## src/hw/rtl/pbry_pkg.sv

```systemverilog
// Shared constants, types and the ratio saturation helper for the price bar block.
package pbry_pkg;

  localparam int WINDOW_MAX_DEF = 12;
  localparam int PRICE_BITS_DEF = 32;

  // Q16.16 ratios: 16 fraction bits, 32 quotient bits.
  localparam int FRAC_BITS = 16;
  localparam int QBITS     = 32;

  localparam logic [QBITS-1:0] RATIO_POS_MAX = 32'h7FFF_FFFF;
  localparam logic [QBITS-1:0] RATIO_NEG_MAX = 32'h8000_0000;

  // Configuration port
  localparam int CFG_IDX_W  = 1;
  localparam int CFG_DATA_W = 32;
  localparam int WL_W       = 4;
  localparam int FLOOR_W    = 32;

  localparam logic [WL_W-1:0]    WL_RESET    = 4'd12;
  localparam logic [FLOOR_W-1:0] FLOOR_RESET = 32'h0001_0000;

  localparam logic [CFG_IDX_W-1:0] CFG_WINDOW_LENGTH   = 1'b0;
  localparam logic [CFG_IDX_W-1:0] CFG_ADJ_CLOSE_FLOOR = 1'b1;

  typedef struct packed {
    logic done;
    logic den_zero;
    logic over;
  } div_stat_t;

  typedef struct packed {
    logic [QBITS-1:0] val;
    logic             fault;
  } ratio_t;

  // Clamp a finished quotient against its limit; flags zero divisor and overflow.
  function automatic ratio_t sat_ratio(input logic [QBITS-1:0] q, input div_stat_t st,
                                       input logic num_nz, input logic [QBITS-1:0] lim);
    ratio_t r;
    r.fault = 1'b1;
    if (st.den_zero) begin
      r.val = num_nz ? lim : '0;
    end else if (st.over || (q > lim)) begin
      r.val = lim;
    end else begin
      r.val   = q;
      r.fault = 1'b0;
    end
    return r;
  endfunction

endpackage

```

## src/hw/rtl/pbry_div.sv

```systemverilog
// Bit-serial restoring divider: (num << 16) / den, one quotient bit per cycle.
module pbry_div #(
  parameter int PRICE_BITS = pbry_pkg::PRICE_BITS_DEF
) (
  input  logic                         clk,
  input  logic                         rst_n,
  input  logic                         start,
  input  logic [PRICE_BITS-1:0]        num,
  input  logic [PRICE_BITS-1:0]        den,
  output pbry_pkg::div_stat_t          stat,
  output logic [pbry_pkg::QBITS-1:0]   quo
);

  localparam int PW  = PRICE_BITS;
  localparam int QB  = pbry_pkg::QBITS;
  localparam int FB  = pbry_pkg::FRAC_BITS;
  localparam int NW  = PW + FB;
  localparam int CNW = $clog2(QB);

  logic [NW-1:0]  n_w;
  logic [PW-1:0]  rem_init;
  logic [PW:0]    trial;
  logic           qbit;

  logic           busy_r, busy_nxt;
  logic           done_r, done_nxt;
  logic           dz_r, dz_nxt;
  logic           ov_r, ov_nxt;
  logic [CNW-1:0] cnt_r, cnt_nxt;
  logic [PW-1:0]  rem_r, rem_nxt;
  logic [PW-1:0]  den_r, den_nxt;
  logic [QB-1:0]  dvd_r, dvd_nxt;

  assign n_w      = {num, {FB{1'b0}}};
  assign rem_init = PW'(n_w >> QB);
  assign trial    = {rem_r, dvd_r[QB-1]};
  assign qbit     = (trial >= {1'b0, den_r});

  always_comb begin
    busy_nxt = busy_r;
    done_nxt = 1'b0;
    dz_nxt   = dz_r;
    ov_nxt   = ov_r;
    cnt_nxt  = cnt_r;
    rem_nxt  = rem_r;
    den_nxt  = den_r;
    dvd_nxt  = dvd_r;
    if (start) begin
      dz_nxt   = (den == '0);
      ov_nxt   = (den != '0) && (rem_init >= den);
      busy_nxt = (den != '0) && (rem_init < den);
      done_nxt = (den == '0) || (rem_init >= den);
      cnt_nxt  = '0;
      rem_nxt  = rem_init;
      den_nxt  = den;
      dvd_nxt  = n_w[QB-1:0];
    end else if (busy_r) begin
      rem_nxt = qbit ? PW'(trial - {1'b0, den_r}) : trial[PW-1:0];
      // low dividend bits leave at the top, quotient bits enter at the bottom
      dvd_nxt = {dvd_r[QB-2:0], qbit};
      cnt_nxt = cnt_r + CNW'(1);
      if (cnt_r == CNW'(QB - 1)) begin
        busy_nxt = 1'b0;
        done_nxt = 1'b1;
      end
    end
  end

  always_ff @(posedge clk) begin
    if (!rst_n) begin
      busy_r <= 1'b0;
      done_r <= 1'b0;
      dz_r   <= 1'b0;
      ov_r   <= 1'b0;
      cnt_r  <= '0;
    end else begin
      busy_r <= busy_nxt;
      done_r <= done_nxt;
      dz_r   <= dz_nxt;
      ov_r   <= ov_nxt;
      cnt_r  <= cnt_nxt;
    end
  end

  always_ff @(posedge clk) begin
    rem_r <= rem_nxt;
    den_r <= den_nxt;
    dvd_r <= dvd_nxt;
  end

  assign stat.done     = done_r;
  assign stat.den_zero = dz_r;
  assign stat.over     = ov_r;
  assign quo           = dvd_r;

endmodule

```

## src/hw/rtl/pbry_div3.sv

```systemverilog
// Bit-serial divide by three for the mid price, one sum bit per cycle.
module pbry_div3 #(
  parameter int PRICE_BITS = pbry_pkg::PRICE_BITS_DEF
) (
  input  logic                  clk,
  input  logic                  rst_n,
  input  logic                  start,
  input  logic [PRICE_BITS+1:0] sum,
  output logic                  busy,
  output logic [PRICE_BITS-1:0] quo
);

  localparam int PW  = PRICE_BITS;
  localparam int SW  = PW + 2;
  localparam int CNW = $clog2(SW);

  logic [2:0]     t;
  logic           qbit;

  logic           busy_r, busy_nxt;
  logic [CNW-1:0] cnt_r, cnt_nxt;
  logic [1:0]     rem_r, rem_nxt;
  logic [SW-1:0]  sh_r, sh_nxt;

  assign t    = {rem_r, sh_r[SW-1]};
  assign qbit = (t >= 3'd3);

  always_comb begin
    busy_nxt = busy_r;
    cnt_nxt  = cnt_r;
    rem_nxt  = rem_r;
    sh_nxt   = sh_r;
    if (start) begin
      busy_nxt = 1'b1;
      cnt_nxt  = '0;
      rem_nxt  = '0;
      sh_nxt   = sum;
    end else if (busy_r) begin
      rem_nxt = qbit ? 2'(t - 3'd3) : t[1:0];
      sh_nxt  = {sh_r[SW-2:0], qbit};
      cnt_nxt = cnt_r + CNW'(1);
      if (cnt_r == CNW'(SW - 1))
        busy_nxt = 1'b0;
    end
  end

  always_ff @(posedge clk) begin
    if (!rst_n) begin
      busy_r <= 1'b0;
      cnt_r  <= '0;
    end else begin
      busy_r <= busy_nxt;
      cnt_r  <= cnt_nxt;
    end
  end

  always_ff @(posedge clk) begin
    rem_r <= rem_nxt;
    sh_r  <= sh_nxt;
  end

  // sum < 3 * 2^PW, so the quotient fits the price width
  assign busy = busy_r;
  assign quo  = sh_r[PW-1:0];

endmodule

```

## src/hw/rtl/pbry_win.sv

```systemverilog
// Shift line of recent highs and lows with a one-entry-per-cycle range scan.
module pbry_win #(
  parameter int WINDOW_MAX = pbry_pkg::WINDOW_MAX_DEF,
  parameter int PRICE_BITS = pbry_pkg::PRICE_BITS_DEF
) (
  input  logic                             clk,
  input  logic                             rst_n,
  input  logic                             push,
  input  logic [PRICE_BITS-1:0]            hi,
  input  logic [PRICE_BITS-1:0]            lo,
  input  logic [$clog2(WINDOW_MAX+1)-1:0]  len,
  output logic                             busy,
  output logic                             levels_valid,
  output logic [PRICE_BITS-1:0]            span
);

  localparam int PW = PRICE_BITS;
  localparam int LW = $clog2(WINDOW_MAX + 1);
  localparam int IW = $clog2(WINDOW_MAX);

  logic [PW-1:0] hi_r [WINDOW_MAX];
  logic [PW-1:0] lo_r [WINDOW_MAX];
  logic [PW-1:0] rd_hi, rd_lo;
  logic [LW-1:0] seen_nxt;
  logic          valid_nxt;

  logic [LW-1:0] seen_r;
  logic          busy_r;
  logic          valid_r;
  logic [IW-1:0] idx_r;
  logic [IW-1:0] last_r;
  logic [PW-1:0] mx_r;
  logic [PW-1:0] mn_r;

  assign rd_hi     = hi_r[idx_r];
  assign rd_lo     = lo_r[idx_r];
  assign seen_nxt  = (seen_r == LW'(WINDOW_MAX)) ? seen_r : seen_r + LW'(1);
  assign valid_nxt = (seen_nxt >= len);

  always_ff @(posedge clk) begin
    if (!rst_n) begin
      seen_r  <= '0;
      busy_r  <= 1'b0;
      valid_r <= 1'b0;
      idx_r   <= '0;
      last_r  <= '0;
    end else if (push) begin
      seen_r  <= seen_nxt;
      valid_r <= valid_nxt;
      busy_r  <= valid_nxt && (len > LW'(1));
      idx_r   <= IW'(1);
      last_r  <= IW'(len - LW'(1));
    end else if (busy_r) begin
      if (idx_r == last_r)
        busy_r <= 1'b0;
      else
        idx_r <= idx_r + IW'(1);
    end
  end

  // newest entry sits at index 0; the scan starts from the incoming bar
  always_ff @(posedge clk) begin
    if (push) begin
      for (int k = WINDOW_MAX - 1; k > 0; k--) begin
        hi_r[k] <= hi_r[k-1];
        lo_r[k] <= lo_r[k-1];
      end
      hi_r[0] <= hi;
      lo_r[0] <= lo;
      mx_r    <= hi;
      mn_r    <= lo;
    end else if (busy_r) begin
      if (rd_hi > mx_r)
        mx_r <= rd_hi;
      if (rd_lo < mn_r)
        mn_r <= rd_lo;
    end
  end

  assign busy         = busy_r;
  assign levels_valid = valid_r;
  assign span         = (mx_r > mn_r) ? (mx_r - mn_r) : '0;

endmodule

```

## src/hw/rtl/price_bar_range_and_yield.sv

```systemverilog
// Top level of the price bar range and yield block.
// Takes one price bar per beat and returns one result beat per bar. A bar is
// worked on before the next bar is taken: one bit-serial divider computes the
// day yield and then the volatility, 32 quotient bits each at one bit per cycle.
// A division by zero or one whose quotient overflows finishes early; the bar
// then still waits for the bit-serial mid price divide and the range scan,
// whichever finishes later. A finished result sits in the output register while
// the next bar is taken. Configuration writes are taken at any time (cfg_ready
// is always high) but should only be issued while idle.
module price_bar_range_and_yield #(
  parameter int WINDOW_MAX = pbry_pkg::WINDOW_MAX_DEF,
  parameter int PRICE_BITS = pbry_pkg::PRICE_BITS_DEF
) (
  input  logic                                clk,
  input  logic                                rst_n,

  input  logic                                in_valid,
  output logic                                in_stall,
  input  logic [PRICE_BITS-1:0]               in_bar_high,
  input  logic [PRICE_BITS-1:0]               in_bar_low,
  input  logic [PRICE_BITS-1:0]               in_bar_close,
  input  logic [PRICE_BITS-1:0]               in_adjusted_close,

  output logic                                out_valid,
  input  logic                                out_stall,
  output logic [PRICE_BITS-1:0]               out_mid_price,
  output logic signed [PRICE_BITS:0]          out_support_level,
  output logic [PRICE_BITS:0]                 out_pressure_level,
  output logic                                out_levels_valid,
  output logic signed [pbry_pkg::QBITS-1:0]   out_day_yield,
  output logic [pbry_pkg::QBITS-2:0]          out_day_volatility,
  output logic                                out_ratio_fault,

  input  logic                                cfg_valid,
  output logic                                cfg_ready,
  input  logic [pbry_pkg::CFG_IDX_W-1:0]      cfg_index,
  input  logic [pbry_pkg::CFG_DATA_W-1:0]     cfg_data
);

  localparam int PW   = PRICE_BITS;
  localparam int QB   = pbry_pkg::QBITS;
  localparam int WLW  = pbry_pkg::WL_W;
  localparam int FLW  = pbry_pkg::FLOOR_W;
  localparam int LW   = $clog2(WINDOW_MAX + 1);
  localparam int LENW = (LW > WLW) ? LW : WLW;
  localparam int CW   = (PW > FLW) ? PW : FLW;

  typedef enum logic [3:0] {
    S_IDLE = 4'b0001,
    S_YLD  = 4'b0010,
    S_VOL  = 4'b0100,
    S_DONE = 4'b1000
  } state_t;

  state_t state_r, state_nxt;

  // configuration
  logic [WLW-1:0] wl_r;
  logic [FLW-1:0] floor_r;

  // per-bar operands and partial results
  logic           have_prev_r;
  logic [PW-1:0]  prev_eff_r;
  logic [PW-1:0]  prev_cl_r;
  logic           yld_neg_r;
  logic           yld_nz_r;
  logic [PW-1:0]  vol_num_r;
  logic [PW-1:0]  vol_den_r;
  logic [QB-1:0]  yld_r;
  logic [QB-2:0]  vol_r;
  logic           flt_r;

  // output register
  logic                 out_valid_r;
  logic [PW-1:0]        out_mid_r;
  logic signed [PW:0]   out_sup_r;
  logic [PW:0]          out_prs_r;
  logic                 out_lv_r;
  logic [QB-1:0]        out_yld_r;
  logic [QB-2:0]        out_vol_r;
  logic                 out_flt_r;

  logic            in_acc;
  logic            out_take;
  logic [LENW-1:0] wl_ext;
  logic [LENW-1:0] len_ext;
  logic [LW-1:0]   len;
  logic [PW-1:0]   eff;
  logic [PW-1:0]   prev_eff;
  logic [PW-1:0]   prev_cl;
  logic            yld_neg;
  logic [PW-1:0]   yld_mag;
  logic [PW-1:0]   vnum;
  logic [PW+1:0]   bar_sum;

  logic                 div_start;
  logic [PW-1:0]        div_num;
  logic [PW-1:0]        div_den;
  pbry_pkg::div_stat_t  div_stat;
  logic [QB-1:0]        div_quo;
  pbry_pkg::ratio_t     rat;
  logic                 rat_nz;
  logic [QB-1:0]        rat_lim;

  logic          mid_busy;
  logic [PW-1:0] mid;
  logic          win_busy;
  logic          win_valid;
  logic [PW-1:0] span;
  logic          res_load;

  assign cfg_ready = 1'b1;

  always_ff @(posedge clk) begin
    if (!rst_n) begin
      wl_r    <= pbry_pkg::WL_RESET;
      floor_r <= pbry_pkg::FLOOR_RESET;
    end else if (cfg_valid && cfg_ready) begin
      unique case (cfg_index)
        pbry_pkg::CFG_WINDOW_LENGTH:   wl_r    <= cfg_data[WLW-1:0];
        pbry_pkg::CFG_ADJ_CLOSE_FLOOR: floor_r <= cfg_data[FLW-1:0];
        default: ;
      endcase
    end
  end

  // window length of zero acts as one, above the storage depth as the depth
  assign wl_ext  = LENW'(wl_r);
  assign len_ext = (wl_ext == '0) ? LENW'(1) :
                   (wl_ext > LENW'(WINDOW_MAX)) ? LENW'(WINDOW_MAX) : wl_ext;
  assign len     = len_ext[LW-1:0];

  assign in_stall = (state_r != S_IDLE);
  assign in_acc   = in_valid && !in_stall;
  assign out_take = out_valid_r && !out_stall;

  assign eff      = (CW'(in_adjusted_close) > CW'(floor_r)) ? in_adjusted_close
                                                            : in_bar_close;
  assign prev_eff = have_prev_r ? prev_eff_r : eff;
  assign prev_cl  = have_prev_r ? prev_cl_r : in_bar_close;
  assign yld_neg  = (eff < prev_eff);
  assign yld_mag  = yld_neg ? (prev_eff - eff) : (eff - prev_eff);
  assign vnum     = (in_bar_high > in_bar_low) ? (in_bar_high - in_bar_low) : '0;
  assign bar_sum  = (PW+2)'(in_bar_high) + (PW+2)'(in_bar_low) + (PW+2)'(in_bar_close);

  // yield division starts with the bar, volatility right after it
  assign div_start = in_acc || ((state_r == S_YLD) && div_stat.done);
  assign div_num   = (state_r == S_IDLE) ? yld_mag : vol_num_r;
  assign div_den   = (state_r == S_IDLE) ? prev_eff : vol_den_r;

  assign rat_nz  = (state_r == S_YLD) ? yld_nz_r : (vol_num_r != '0);
  assign rat_lim = ((state_r == S_YLD) && yld_neg_r) ? pbry_pkg::RATIO_NEG_MAX
                                                     : pbry_pkg::RATIO_POS_MAX;
  assign rat     = pbry_pkg::sat_ratio(div_quo, div_stat, rat_nz, rat_lim);

  assign res_load = (state_r == S_DONE) && !mid_busy && !win_busy &&
                    (!out_valid_r || !out_stall);

  pbry_div #(
    .PRICE_BITS(PRICE_BITS)
  ) u_div (
    .clk   (clk),
    .rst_n (rst_n),
    .start (div_start),
    .num   (div_num),
    .den   (div_den),
    .stat  (div_stat),
    .quo   (div_quo)
  );

  pbry_div3 #(
    .PRICE_BITS(PRICE_BITS)
  ) u_div3 (
    .clk   (clk),
    .rst_n (rst_n),
    .start (in_acc),
    .sum   (bar_sum),
    .busy  (mid_busy),
    .quo   (mid)
  );

  pbry_win #(
    .WINDOW_MAX(WINDOW_MAX),
    .PRICE_BITS(PRICE_BITS)
  ) u_win (
    .clk          (clk),
    .rst_n        (rst_n),
    .push         (in_acc),
    .hi           (in_bar_high),
    .lo           (in_bar_low),
    .len          (len),
    .busy         (win_busy),
    .levels_valid (win_valid),
    .span         (span)
  );

  always_comb begin
    state_nxt = state_r;
    unique case (state_r)
      S_IDLE: if (in_acc) state_nxt = S_YLD;
      S_YLD:  if (div_stat.done) state_nxt = S_VOL;
      S_VOL:  if (div_stat.done) state_nxt = S_DONE;
      S_DONE: if (res_load) state_nxt = S_IDLE;
      default: state_nxt = S_IDLE;
    endcase
  end

  always_ff @(posedge clk) begin
    if (!rst_n) begin
      state_r     <= S_IDLE;
      have_prev_r <= 1'b0;
      out_valid_r <= 1'b0;
    end else begin
      state_r <= state_nxt;
      if (in_acc)
        have_prev_r <= 1'b1;
      if (res_load)
        out_valid_r <= 1'b1;
      else if (out_take)
        out_valid_r <= 1'b0;
    end
  end

  always_ff @(posedge clk) begin
    if (in_acc) begin
      prev_eff_r <= eff;
      prev_cl_r  <= in_bar_close;
      yld_neg_r  <= yld_neg;
      yld_nz_r   <= (yld_mag != '0);
      vol_num_r  <= vnum;
      vol_den_r  <= prev_cl;
    end
    if ((state_r == S_YLD) && div_stat.done) begin
      yld_r <= yld_neg_r ? (QB'(0) - rat.val) : rat.val;
      flt_r <= rat.fault;
    end
    if ((state_r == S_VOL) && div_stat.done) begin
      vol_r <= rat.val[QB-2:0];
      flt_r <= flt_r | rat.fault;
    end
    if (res_load) begin
      out_mid_r <= mid;
      out_sup_r <= win_valid ? $signed((PW+1)'(mid) - (PW+1)'(span)) : '0;
      out_prs_r <= win_valid ? ((PW+1)'(mid) + (PW+1)'(span)) : '0;
      out_lv_r  <= win_valid;
      out_yld_r <= yld_r;
      out_vol_r <= vol_r;
      out_flt_r <= flt_r;
    end
  end

  assign out_valid          = out_valid_r;
  assign out_mid_price      = out_mid_r;
  assign out_support_level  = out_sup_r;
  assign out_pressure_level = out_prs_r;
  assign out_levels_valid   = out_lv_r;
  assign out_day_yield      = $signed(out_yld_r);
  assign out_day_volatility = out_vol_r;
  assign out_ratio_fault    = out_flt_r;

endmodule

```

## config.mk

```make
export PLATFORM = sky130hd
export DESIGN_NAME = price_bar_range_and_yield
export DESIGN_NICKNAME = d
export VERILOG_FILES = /design/src/hw/rtl/pbry_pkg.sv /design/src/hw/rtl/pbry_div.sv /design/src/hw/rtl/pbry_div3.sv /design/src/hw/rtl/pbry_win.sv /design/src/hw/rtl/price_bar_range_and_yield.sv
export SDC_FILE = /design/constraint.sdc
export NUM_CORES = 2
export LEC_CHECK = 0
export ABC_AREA = 1
export BUFFER_PORTS_ARGS = -buffer_cell sky130_fd_sc_hd__buf_4
export CORE_MARGIN = 2
export CORE_UTILIZATION = 65
export CTS_CLUSTER_DIAMETER = 100
export DETAILED_ROUTE_END_ITERATION = 6
export GPL_TIMING_DRIVEN = 0
export PLACE_DENSITY = 0.83
export SLEW_MARGIN = 40
export SYNTH_ARGS = -nofsm -noshare
export SYNTH_HDL_FRONTEND = slang
export SYNTH_HIERARCHICAL = 1
export SYNTH_SLANG_ARGS = --single-unit
```

## constraint.sdc

```tcl
create_clock -name clk -period 94.6 [get_ports clk]
set_input_delay 9.46 -clock clk [delete_from_list [all_inputs] [get_ports clk]]
set_output_delay 9.46 -clock clk [all_outputs]
set_load 0.01 [all_outputs]
```

### Word level (Yosys, flattened, before mapping)

Memories as Yosys holds them, arrays and structs flattened.
Cells that the tools add are included.

| storage, ports and cells | value |
|---|---|
| register bits after elaboration | 625 |
| bits in writable memories | 768 |
| input bits | 166 |
| output and inout bits | 166 |
| logic and storage cells | 192 |
| memories | 2 |

Memories:

| name | words | bits a word | rd ports | clocked after Yosys merged registers in | wr ports | RTL line | source |
|---|---|---|---|---|---|---|---|
| u_win.hi_r | 12 | 32 | 12 | 0 | 12 | pbry_win.sv:21 | `logic [PW-1:0] hi_r [WINDOW_MAX];` |
| u_win.lo_r | 12 | 32 | 12 | 0 | 12 | pbry_win.sv:22 | `logic [PW-1:0] lo_r [WINDOW_MAX];` |

| operators by class | value |
|---|---|
| add/sub/neg operators | 16 |
| order comparisons | 14 |
| equality and inequality tests | 14 |
| mux-type cells | 58 |
| bitwise operators | 4 |
| reduce and logical (&&, ||, !) cells | 41 |

Operators by type and width:

| kind | number |
|---|---|
| 32-bit 2-to-1 mux | 21 |
| 32-bit greater-than comparator | 5 |
| 32-bit subtractor | 5 |
| 32-bit nonzero test | 3 |
| 34-bit 2-to-1 mux | 2 |
| 32-bit by 32-bit adder with 33-bit output | 2 |
| 32-bit < comparator | 2 |
| 33-bit by 32-bit adder with 34-bit output | 1 |
| 33-bit by 32-bit greater-or-equal comparator with 1-bit output | 1 |
| 32-bit by 32-bit subtractor with 33-bit output | 1 |
| 16-bit by 32-bit greater-or-equal comparator with 1-bit output | 1 |
| 32-bit zero test | 1 |
| 16-bit by 32-bit < comparator with 1-bit output | 1 |
| 16-bit 2-to-1 mux | 2 |
| 1-bit by 32-bit subtractor with 32-bit output, first input constant | 1 |
| 4-bit 2-to-1 mux | 7 |
| 1-bit 2-to-1 mux | 24 |
| 4-bit case mux with 4 select lines | 1 |
| 2-bit nonzero test | 7 |
| 2-bit AND reduction | 6 |
| 1-bit logical AND | 11 |
| 4-bit by 1-bit adder with 4-bit output, second input constant | 2 |
| 4-bit == test, second input constant | 2 |
| 6-bit by 1-bit adder with 6-bit output, second input constant | 1 |
| other kinds (24) | 37 |

### Depth between registers and ports, before layout

| logic depth | value |
|---|---|
| depth after elaboration | 9 |
| mapped depth | 44 |
| mapped depth without buffers | 43 |

### Hierarchy

The synthesis kept the hierarchy.

By module, submodules not included:

| module | times used | cells each | area each (µm²) | seq. area each (µm²) |
|---|---|---|---|---|
| pbry_win | 1 | 3024 | 36377.4 | 25264.2 |
| price_bar_range_and_yield | 1 | 3646 | 29657.2 | 11531.1 |
| pbry_div | 1 | 1051 | 7388.3 | 2742.6 |
| pbry_div3 | 1 | 243 | 2213.4 | 1201.2 |

### Worst setup path after synthesis

No wires, ideal clock.

| timing path | value |
|---|---|
| path type | in2reg |
| from | input in_valid |
| to | register u_div.dvd_r[16] (netlist: u_div/quo[16]), enable pin |
| library setup time | 0.409 ns |
| arrival time | 53.525 ns |
| required time | 94.191 ns |
| setup slack | 40.666 ns |
| stages on the path | 7 |
| buffers on the path | 1 |
| cells stage by stage | inv_1 nor2_1 inv_1 nand2_1 nor2_2 clkinv_1 clkbuf_1 |

| between the ends | value |
|---|---|
| cells in the longest elaborated chain, start to end | 3 |

RTL lines:

| what | RTL line | source |
|---|---|---|
| from (decl) | price_bar_range_and_yield.sv:17 | `input logic in_valid,` |
| 1-bit logical AND | price_bar_range_and_yield.sv:134 | `assign in_acc = in_valid && !in_stall;` |
| net in_acc | price_bar_range_and_yield.sv:83 | `logic in_acc;` |
| 1-bit logical OR | price_bar_range_and_yield.sv:147 | `assign div_start = in_acc \|\| ((state_r == S_YLD) && div_stat.done);` |
| net div_start | price_bar_range_and_yield.sv:96 | `logic div_start;` |
| 2-bit nonzero test (no line) | n/a |  |
| to (signal assigned) | pbry_div.sv:88 | `dvd_r <= dvd_nxt;` |
| to (decl) | pbry_div.sv:32 | `logic [QB-1:0] dvd_r, dvd_nxt;` |

The timed path passes the listed nets, and every way through them passes these cells.
A chain may end at the register's enable or synchronous reset.

### Worst setup path in the final report

| timing path | value |
|---|---|
| from | input in_adjusted_close[31] |
| to | register u_div.done_r |

| between the ends | value |
|---|---|
| cells in the longest elaborated chain, start to end | 9 |
| elaborated cells between the ends (all ways) | 13 |
| those cells by class | add/sub: 2; order compare: 3; mux: 6; reduce/logical: 2 |

RTL lines:

| what | RTL line | source |
|---|---|---|
| from (decl) | price_bar_range_and_yield.sv:22 | `input logic [PRICE_BITS-1:0] in_adjusted_close,` |
| 32-bit greater-than comparator | price_bar_range_and_yield.sv:137 | `assign eff = (CW'(in_adjusted_close) > CW'(floor_r)) ? in_adjusted_close` |
| 32-bit 2-to-1 mux * | price_bar_range_and_yield.sv:137 |  |
| 32-bit 2-to-1 mux | price_bar_range_and_yield.sv:139 | `assign prev_eff = have_prev_r ? prev_eff_r : eff;` |
| 32-bit subtractor / 32-bit < comparator (equally long branches) | price_bar_range_and_yield.sv:142, price_bar_range_and_yield.sv:141 |  |
| 32-bit 2-to-1 mux * | price_bar_range_and_yield.sv:142 | `assign yld_mag = yld_neg ? (prev_eff - eff) : (eff - prev_eff);` |
| 32-bit 2-to-1 mux * | price_bar_range_and_yield.sv:148 | `assign div_num = (state_r == S_IDLE) ? yld_mag : vol_num_r;` |
| net div_num[26] | price_bar_range_and_yield.sv:97 | `logic [PW-1:0] div_num;` |
| 16-bit by 32-bit greater-or-equal comparator with 1-bit output * | pbry_div.sv:52 | `done_nxt = (den == '0) \|\| (rem_init >= den);` |
| 1-bit logical OR * | pbry_div.sv:52 |  |
| 1-bit 2-to-1 mux * | pbry_div.sv:48 | `if (start) begin` |
| to (signal assigned) | pbry_div.sv:78 | `done_r <= done_nxt;` |
| to (decl) | pbry_div.sv:26 | `logic done_r, done_nxt;` |

Mark *: on every way through the listed nets, which the timed path passes. The rest lies on a longest branch.

==> metrics.md <==
| Metric | Value |
|---|---|
| Cells after synthesis | `7,964` |
| R2r startpoint | `floor_r[31]` |
| Worst vdd ir | `0.0202 mV` |
| Period utilization | `17.0%` |
| Worst Reg-to-Reg Cells | `34` |
| R2r setup slk | `86.90 ns` |
| Fillers | `7,812` |
| Final Net Count | `9,123` |
| Setup Crit Path Kind | `in2reg` |
| Warnings from Yosys | `6` |
| GRT overflow | `0` |
| CP endpoint kind | `flop` |
| Ys async rst share | `0%` |
| Hold path depth | `0` |
| Root buffer cell | `clkbuf_16` |
| IO Pins | `332` |
| Post-synth EDFFs | `1,286` |
| Post-CTS Setup Bufs | `0` |
| Post-layout instance area | `86,100 um2` |
| Skew final | `0.0524 ns` |
| Simple-gate share of the synthesized area | `16.5%` |
| Unrepaired setup endpoints after global routing | `false` |
| Die width | `345 um` |
| Most numerous cell in the Yosys netlist | `nand2_1` |
| Crit-path leading delay family | `compound AO/OA/AOI/OAI gates` |
| Hold EP | `out_day_yield[26]` |
| First-pass GRT wire length | `383 mm` |
| Via Count | `65,700` |
| Final wirelength | `262 mm` |
| CTS tree | `built` |
| Worst Path Buf+Inv | `3` |
| Netlist cell types | `74` |
| Share of cells above drive strength 1 | `10.7%` |
| Drt pass-1 iters | `7` |
| Post-synth top area share | `51.1%` |
| Area grow syn2layout | `13.8%` |
| WHS | `0.419 ns` |
| Post-synthesis sequential area ratio | `53.9%` |
| Hold Startpoint | `yld_r[26]` |
| Status | `complete, but fails checks` |
| Final hold vios | `0` |
| 1st-iter DRT viols | `10,400` |
| Clock buffer count from CTS | `142` |
| Dpl hpwl | `199 mm` |
| Slew headroom | `38.1%` |
| Synthesized area per cell | `9.50 um2` |
| Mapped cell area | `75,600 um2` |
| Initial Util | `65.4%` |
| Post-DR wirelength/cell | `25.9 um` |
| # rows | `125` |
| Most used cell, CP | `nand2_1` |
| Worst EP arrival | `16.77 ns` |
| Post-route ant nets | `0` |
| WP data required | `95.28 ns` |
| CTS Hold Bufs | `0` |
| Top cells by area, synth | `edfxtp_1 51%, nand2_1 7.9%, ha_1 6.8%` |
| Static Leakage | `0.0355 uW` |
| Multiplexer share of the synthesized area | `0%` |
| Critical path launch point type | `input pin` |
| Die area | `119,000 um2` |
| Hold WC Path Type | `reg2reg` |
| Core box area | `116,000 um2` |
| Port Buf Inserts | `330` |
| Max-cap violations | `0` |
| Failing checks | `design-rule violations` |
| Synth Area in Compound Gates | `13.2%` |
| Worst path max stage delay | `0.72 ns` |
| Clock sink count | `1,392` |
| Placed Area | `81,400 um2` |
| FMAX | `62.2 MHz` |
| GRT Overall Usage | `43.0%` |
| Dominant synthesized flop cell | `edfxtp_1` |
| CTS resizes | `0` |
| Crit-path max FO | `10` |
| Syn Nets | `8,584` |
| Critical R2R Capture | `u_div/done_r` |
| Fin Setup TNS | `0 ns` |
| Height of the die | `345 um` |
| Slew @ Worst Pin | `0.928 ns` |
| Vias in the first global route | `62,700` |
| Largest net degree at the start of global routing | `42` |
| Final setup fails | `0` |
| Pwr per Cell Area | `23.4 nW/um2` |
| Clock transition at path regs | `0.06 ns` |
| Clock Path Buffers | `3` |
| Synth Area in XOR/XNOR | `1.88%` |
| H-tree Lvls | `4` |
| Drt drc | `25` |
| Synthesized-area fraction occupied by adder cells | `7.91%` |
| CP max stage cell | `a21oi_1` |
| Antenna violations before repair | `12` |
| Register bit total from synthesis | `1,392` |
| RePlAce Congestion | `1.08` |
| Largest area contributor in the netlist | `edfxtp_1` |
| Most instantiated cells after synthesis | `1,596 x nand2_1, 1,286 x edfxtp_1, 837 x inv_1` |
| Slew Viols, Final | `0` |
| Worst skew pair latency | `0.81 ns` |
| Instance count on the critical path | `34` |
| Largest family of logic cells by synthesized area | `simple AND/OR/NAND/NOR gates` |
| Fin crit period | `16.08 ns` |
| DR vias/cell | `6.48` |
[layer usage]
| layer | up-vias | part of all wire [%] | global-route usage (%) |
|---|---|---|---|
| met5 | - | 0.024 | 0 |
| met4 | 10 | 7.3 | 26.2 |
| met3 | 1101 | 14 | 11.9 |
| met2 | 5515 | 43 | 64.2 |
| met1 | 30600 | 36 | 56.1 |
| li1 | 28500 | - | - |
[kinds of logic (layout without fill, tap and decap cells)]
family	after synthesis	count (layout)
adders and majority gates	454	454
other	1	8
DFF	1392	1392
and+or+nand+nor	2966	2966
buffers and inverters	1215	1862
xor gates and xnor gates	162	162
AOI/OAI and AO/OA	1774	1774
[worst max-delay path by stage]
| stage | start | endpoint |
|---|---|---|
| finish | in_adjusted_close[31] | u_div/done_r |
| global route | in_adjusted_close[31] | u_div/done_r |
| CTS | in_adjusted_close[29] | u_div/done_r |
| detailed placement | in_adjusted_close[31] | u_div/done_r |
| global placement | in_valid | u_div/rem_r[8] |
| floorplan | in_valid | u_div/quo[16] |
[sequential cells by signal, indices dropped and copies added (netlist names), 32 cells and up]
signal and cells:
u_div/den_r 32, vol_den_r 32, yld_r 32, out_mid_price 32, out_day_yield 32, out_pressure_level 32, u_div/quo 32, vol_num_r 32
u_win/hi_r 384, u_win/mx_r 32, prev_eff_r 32, u_div3/sh_r 34, u_win/mn_r 32, u_div/rem_r 32, prev_cl_r 32, floor_r 32
u_win/lo_r 384, out_support_level 33
[power by group]
part           switching (uW)  internal (uW)
logic                     461            199
clock network             251            317
registers                34.1            749
total                     747           1270
[per-stage QoR]
stage | cells | power, uW | utilization, % | worst slack, ns
finish | 10100 | 2010 | 74.4 | 78.52
global route | 10100 | 2090 | 74.4 | 78.29
CTS | 10100 | 1980 | 74.3 | 78.85
detailed placement | 9883 | 1420 | 70.3 | 78.02
global placement | 9818 | 1470 | 69.1 | 15.19
floorplan | 7964 | 1250 | - | 40.67
[cell usage in the layout (no fill, tap or decap), types with 40 or more instances in the layout]
| master | count |
|---|---|
| a21oi_1 | 458 |
| a31oi_1 | 43 |
| buf_2 | 73 |
| buf_4 | 387 |
| clkbuf_1 | 227 |
| clkbuf_16 | 143 |
| dfxtp_1 | 106 |
| edfxtp_1 | 1286 |
| fa_1 | 40 |
| ha_1 | 414 |
| inv_1 | 836 |
| nand2_1 | 1593 |
| nand3_1 | 201 |
| nand4_1 | 91 |
| nor2_1 | 826 |
| nor3_1 | 48 |
| o21a_1 | 50 |
| o21ai_0 | 751 |
| o21ai_1 | 107 |
| o221ai_1 | 71 |
| o22ai_1 | 144 |
| or2_2 | 42 |
| xnor2_1 | 64 |
| xor2_1 | 98 |
[worst reg2reg max path, delay by kind of cell, from the launching register on]
| family | cells | cell delay [ns] |
|---|---|---|
| AO/OA/AOI/OAI | 10 | 3.01 |
| XOR/XNOR | 1 | 0.21 |
| adder cells (fa/ha/maj) | 4 | 1.21 |
| buffers and inverters | 3 | 0.45 |
| flip-flops | 1 | 0.31 |
| AND/OR/NAND/NOR | 16 | 2.35 |
[area by class of cell]
class / instances / area, um2 / area share [%]
Antenna cell: 7 / 17.5 / 0.0204
Buffer: 362 / 1830 / 2.13
Clock buffer: 180 / 3750 / 4.35
Clock inverter: 72 / 868 / 1.01
Inverter: 853 / 3210 / 3.73
Multi-Input combinational cell: 5357 / 29900 / 34.8
Sequential cell: 1392 / 40700 / 47.3
Tap cell: 1524 / 1910 / 2.22
Timing Repair Buffer: 395 / 3830 / 4.45
Power figures use the tool's default switching activity.
